**config.mk**
```make
export PLATFORM = sky130hd
export DESIGN_NAME = tcw_addr_unit
export DESIGN_NICKNAME = d
export VERILOG_FILES = /design/src/hw/rtl/tcw_addr_unit.sv
export SDC_FILE = /design/constraint.sdc
export NUM_CORES = 1
export LEC_CHECK = 0
export BUFFER_PORTS_ARGS = -buffer_cell sky130_fd_sc_hd__buf_2
export CORE_MARGIN = 5
export CORE_UTILIZATION = 27
export DETAILED_ROUTE_END_ITERATION = 6
export GPL_TIMING_DRIVEN = 1
export PLACE_DENSITY_LB_ADDON = 0.25
export SETUP_SLACK_MARGIN = 0.2
export SYNTH_ARGS = -nofsm -noshare
export SYNTH_HDL_FRONTEND = slang
export SYNTH_SLANG_ARGS = --single-unit
```
**constraint.sdc**
```tcl
create_clock -name vclk -period 4.38
set_input_delay 0.219 -clock vclk [all_inputs]
set_output_delay 0.219 -clock vclk [all_outputs]
set_load 0.02 [all_outputs]
```
**src/hw/rtl/tcw_addr_unit.sv**
```systemverilog
// tcw_addr_unit: shared linear address unit, line * COLUMNS + offset
// used for cell writes, cell reads, scroll source and cursor index
// depends on nothing but its parameters
`timescale 1ns / 1ps

module tcw_addr_unit #(
    parameter int COLUMNS = 80,
    parameter int ROWS    = 25
) (
    input  logic [$clog2(ROWS)-1:0]          line,
    input  logic [$clog2(COLUMNS*ROWS)-1:0]  offset,
    output logic [$clog2(COLUMNS*ROWS)-1:0]  sum
);

    localparam int ADDR_W = $clog2(COLUMNS * ROWS);
    localparam logic [ADDR_W-1:0] COLS_A = ADDR_W'(COLUMNS);

    // constant multiply and add
    assign sum = ADDR_W'(line) * COLS_A + offset;

endmodule

```
==> impl_metrics.toml <==
[clock_tree]
cts.repair.resized = 0
cts_setup_buffers = 0
hold_buffers = 0

[route]
num_vias = 347
drc_errors = 0
wire_per_inst_microns = 10.3
drt-vias-per-instance = 4.45
wirelength_microns = 807
drtAntennaViolNets = 0
drt_iter0_drc = 0
drt-pass1-iter-count = 1

[pwr]
powerDensity_nw_per_um2 = 248
switching_share = 0.575
clkPwrFrac = 0
p_int_w = 0.0000542
leakagePower_nw = 0.279
combPwrFrac = 1.000
vdd_drop_max_mv = 0.0865
p_switching_w = 0.0000734
seq_power_share = 0

[final_layout]
fin_area_sq_um = 514
n_clock_buffer = 0
regArea_sq_um = 0
nNetsFinal = 94
drive_gt1_frac = 0.435
final_common_cell = "buf_2"
seq_cells = 0
layout_common_cells = "19 x buf_2, 12 x ha_1, 5 x inv_1, 5 x xnor2_1"
antennaDiodeCount = 0
area_growth_pct = 19.8

[grt]
grt_max_degree = 6
grt_overflow = 0
grt_first_pass_wirelength_microns = 1350
antenna_found_initial = 0
grt_pass1_vias = 321
gr-usage-all-layers = 0.0626

[timing]
max_freq_mhz = 401
hold_viol = 0
relSlewSlack = 0.867
period_share = 0.569
tns_ps = 0
finalCriticalPeriod_ps = 2490
rsz0062_at_grt = "no"
slew_violations = 0
tightest_slew_ps = 199
setup_viol = 0

[floorplan]
die_y_microns = 49.9
die-area_sq_um = 2490
die_w_microns = 49.9
ios = 27
start_util = 0.285
rows = 14
core_sq_um = 1510

[setup_path]
critPathCaptureType = "output pin"
crit_type = "in -> out"
cp_cell_sequence = "buf_2, ha_1, ha_1, fa_1, xor2_1, ha_1, a21oi_1, o21ai_2, xnor2_1, buf_2"
critPathMaxFanout = 3
critPathArrivalTime_ps = 2280
start_kind = "primary input"
critPathSlowestCell = "fa_1"
crit_top_cell = "ha_1"
required_ps = 4160
critPathMaxStageDelay_ps = 380

[hold_path]
min_path_type = "in -> out"

[status]
status = "finished, final reports clean"

[yosys]
synth_nets = 77
avgSynthCellArea_sq_um = 9.13
netlist_area_sq_um = 429
synth_cell_types = 19
ys_warn_count = 0
syn_inst = 47
seq_area_frac_synth = 0

[placement]
dp_hpwl_microns = 764
postPlaceCellArea_sq_um = 514
io_buffers = 19
gp_congestion = 0.667

[job]
max_cap_violations = 0
## power groups by stage
stage          registers, W  logic (W)  clock network (W)
6_report                  0   0.000128                  0
5_1_grt                   0   0.000140                  0
4_1_cts                   0   0.000130                  0
3_5_place_dp              0   0.000129                  0
3_3_place_gp              0   0.000129                  0
2_1_floorplan             0  0.0000993                  0
## synth_stat cells
library cell,count,area share
a21o_1,1,0.017
a21oi_1,1,0.012
a21oi_2,3,0.061
buf_4,4,0.070
fa_1,2,0.093
ha_1,12,0.35
inv_1,5,0.044
nand2_1,3,0.026
nor2_1,1,0.0087
nor2b_1,1,0.015
nor2b_2,1,0.020
nor3_2,1,0.023
o211ai_1,1,0.017
o211ai_2,1,0.029
o21ai_1,1,0.012
o21ai_2,1,0.020
xnor2_1,5,0.10
xnor2_2,1,0.038
xor2_1,2,0.041
## path summary, 6_finish.rpt
check	start	endpoint	slack [ps]	cells past startpoint
worst max-delay path	line[1]	sum[10]	1890	10
worst min-delay path	offset[1]	sum[1]	440	0
## per-stage QoR
stage	utilization	std cells	setup WS, ps	power, W	hold WS (ps)
finish	0.341	78	1890	0.000128	438
global route	0.341	78	1770	0.000140	438
CTS	0.341	78	1860	0.000130	438
detailed placement	0.341	78	1860	0.000129	438
global placement	0.341	78	1890	0.000129	438
floorplan	-	47	1980	0.0000993	551
## layer usage
metal  GRT usage  up-vias  share of wire
met3     0.00904        0          0.095
li1            -      190              -
met4           0        0              0
met2      0.0911       13           0.41
met1       0.101      144           0.49
met5           0        -              0
## kinds of logic (layout without fill, tap and decap cells)
family | Yosys count | count (layout) | share of synthesized area
fa+ha+maj | 14 | 14 | 0.443
buf+inv | 9 | 24 | 0.114
compound gates | 9 | 9 | 0.169
xor+xnor | 8 | 8 | 0.181
simple gates | 7 | 7 | 0.0933
## area by class of cell
type / count / area [sq um]
fill: 173 / 992
multi-input combinational: 38 / 380
timing repair buffer: 19 / 95.1
tap: 16 / 20.0
inverter: 5 / 18.8
## critical path: cells and delay by family
| kind | cells | cell delay (ps) |
|---|---|---|
| AOI/OAI and AO/OA | 2 | 280 |
| adders and majority gates | 4 | 1210 |
| buffers and inverters | 2 | 290 |
| xor gates and xnor gates | 2 | 280 |
Power figures use the tool's default switching activity.
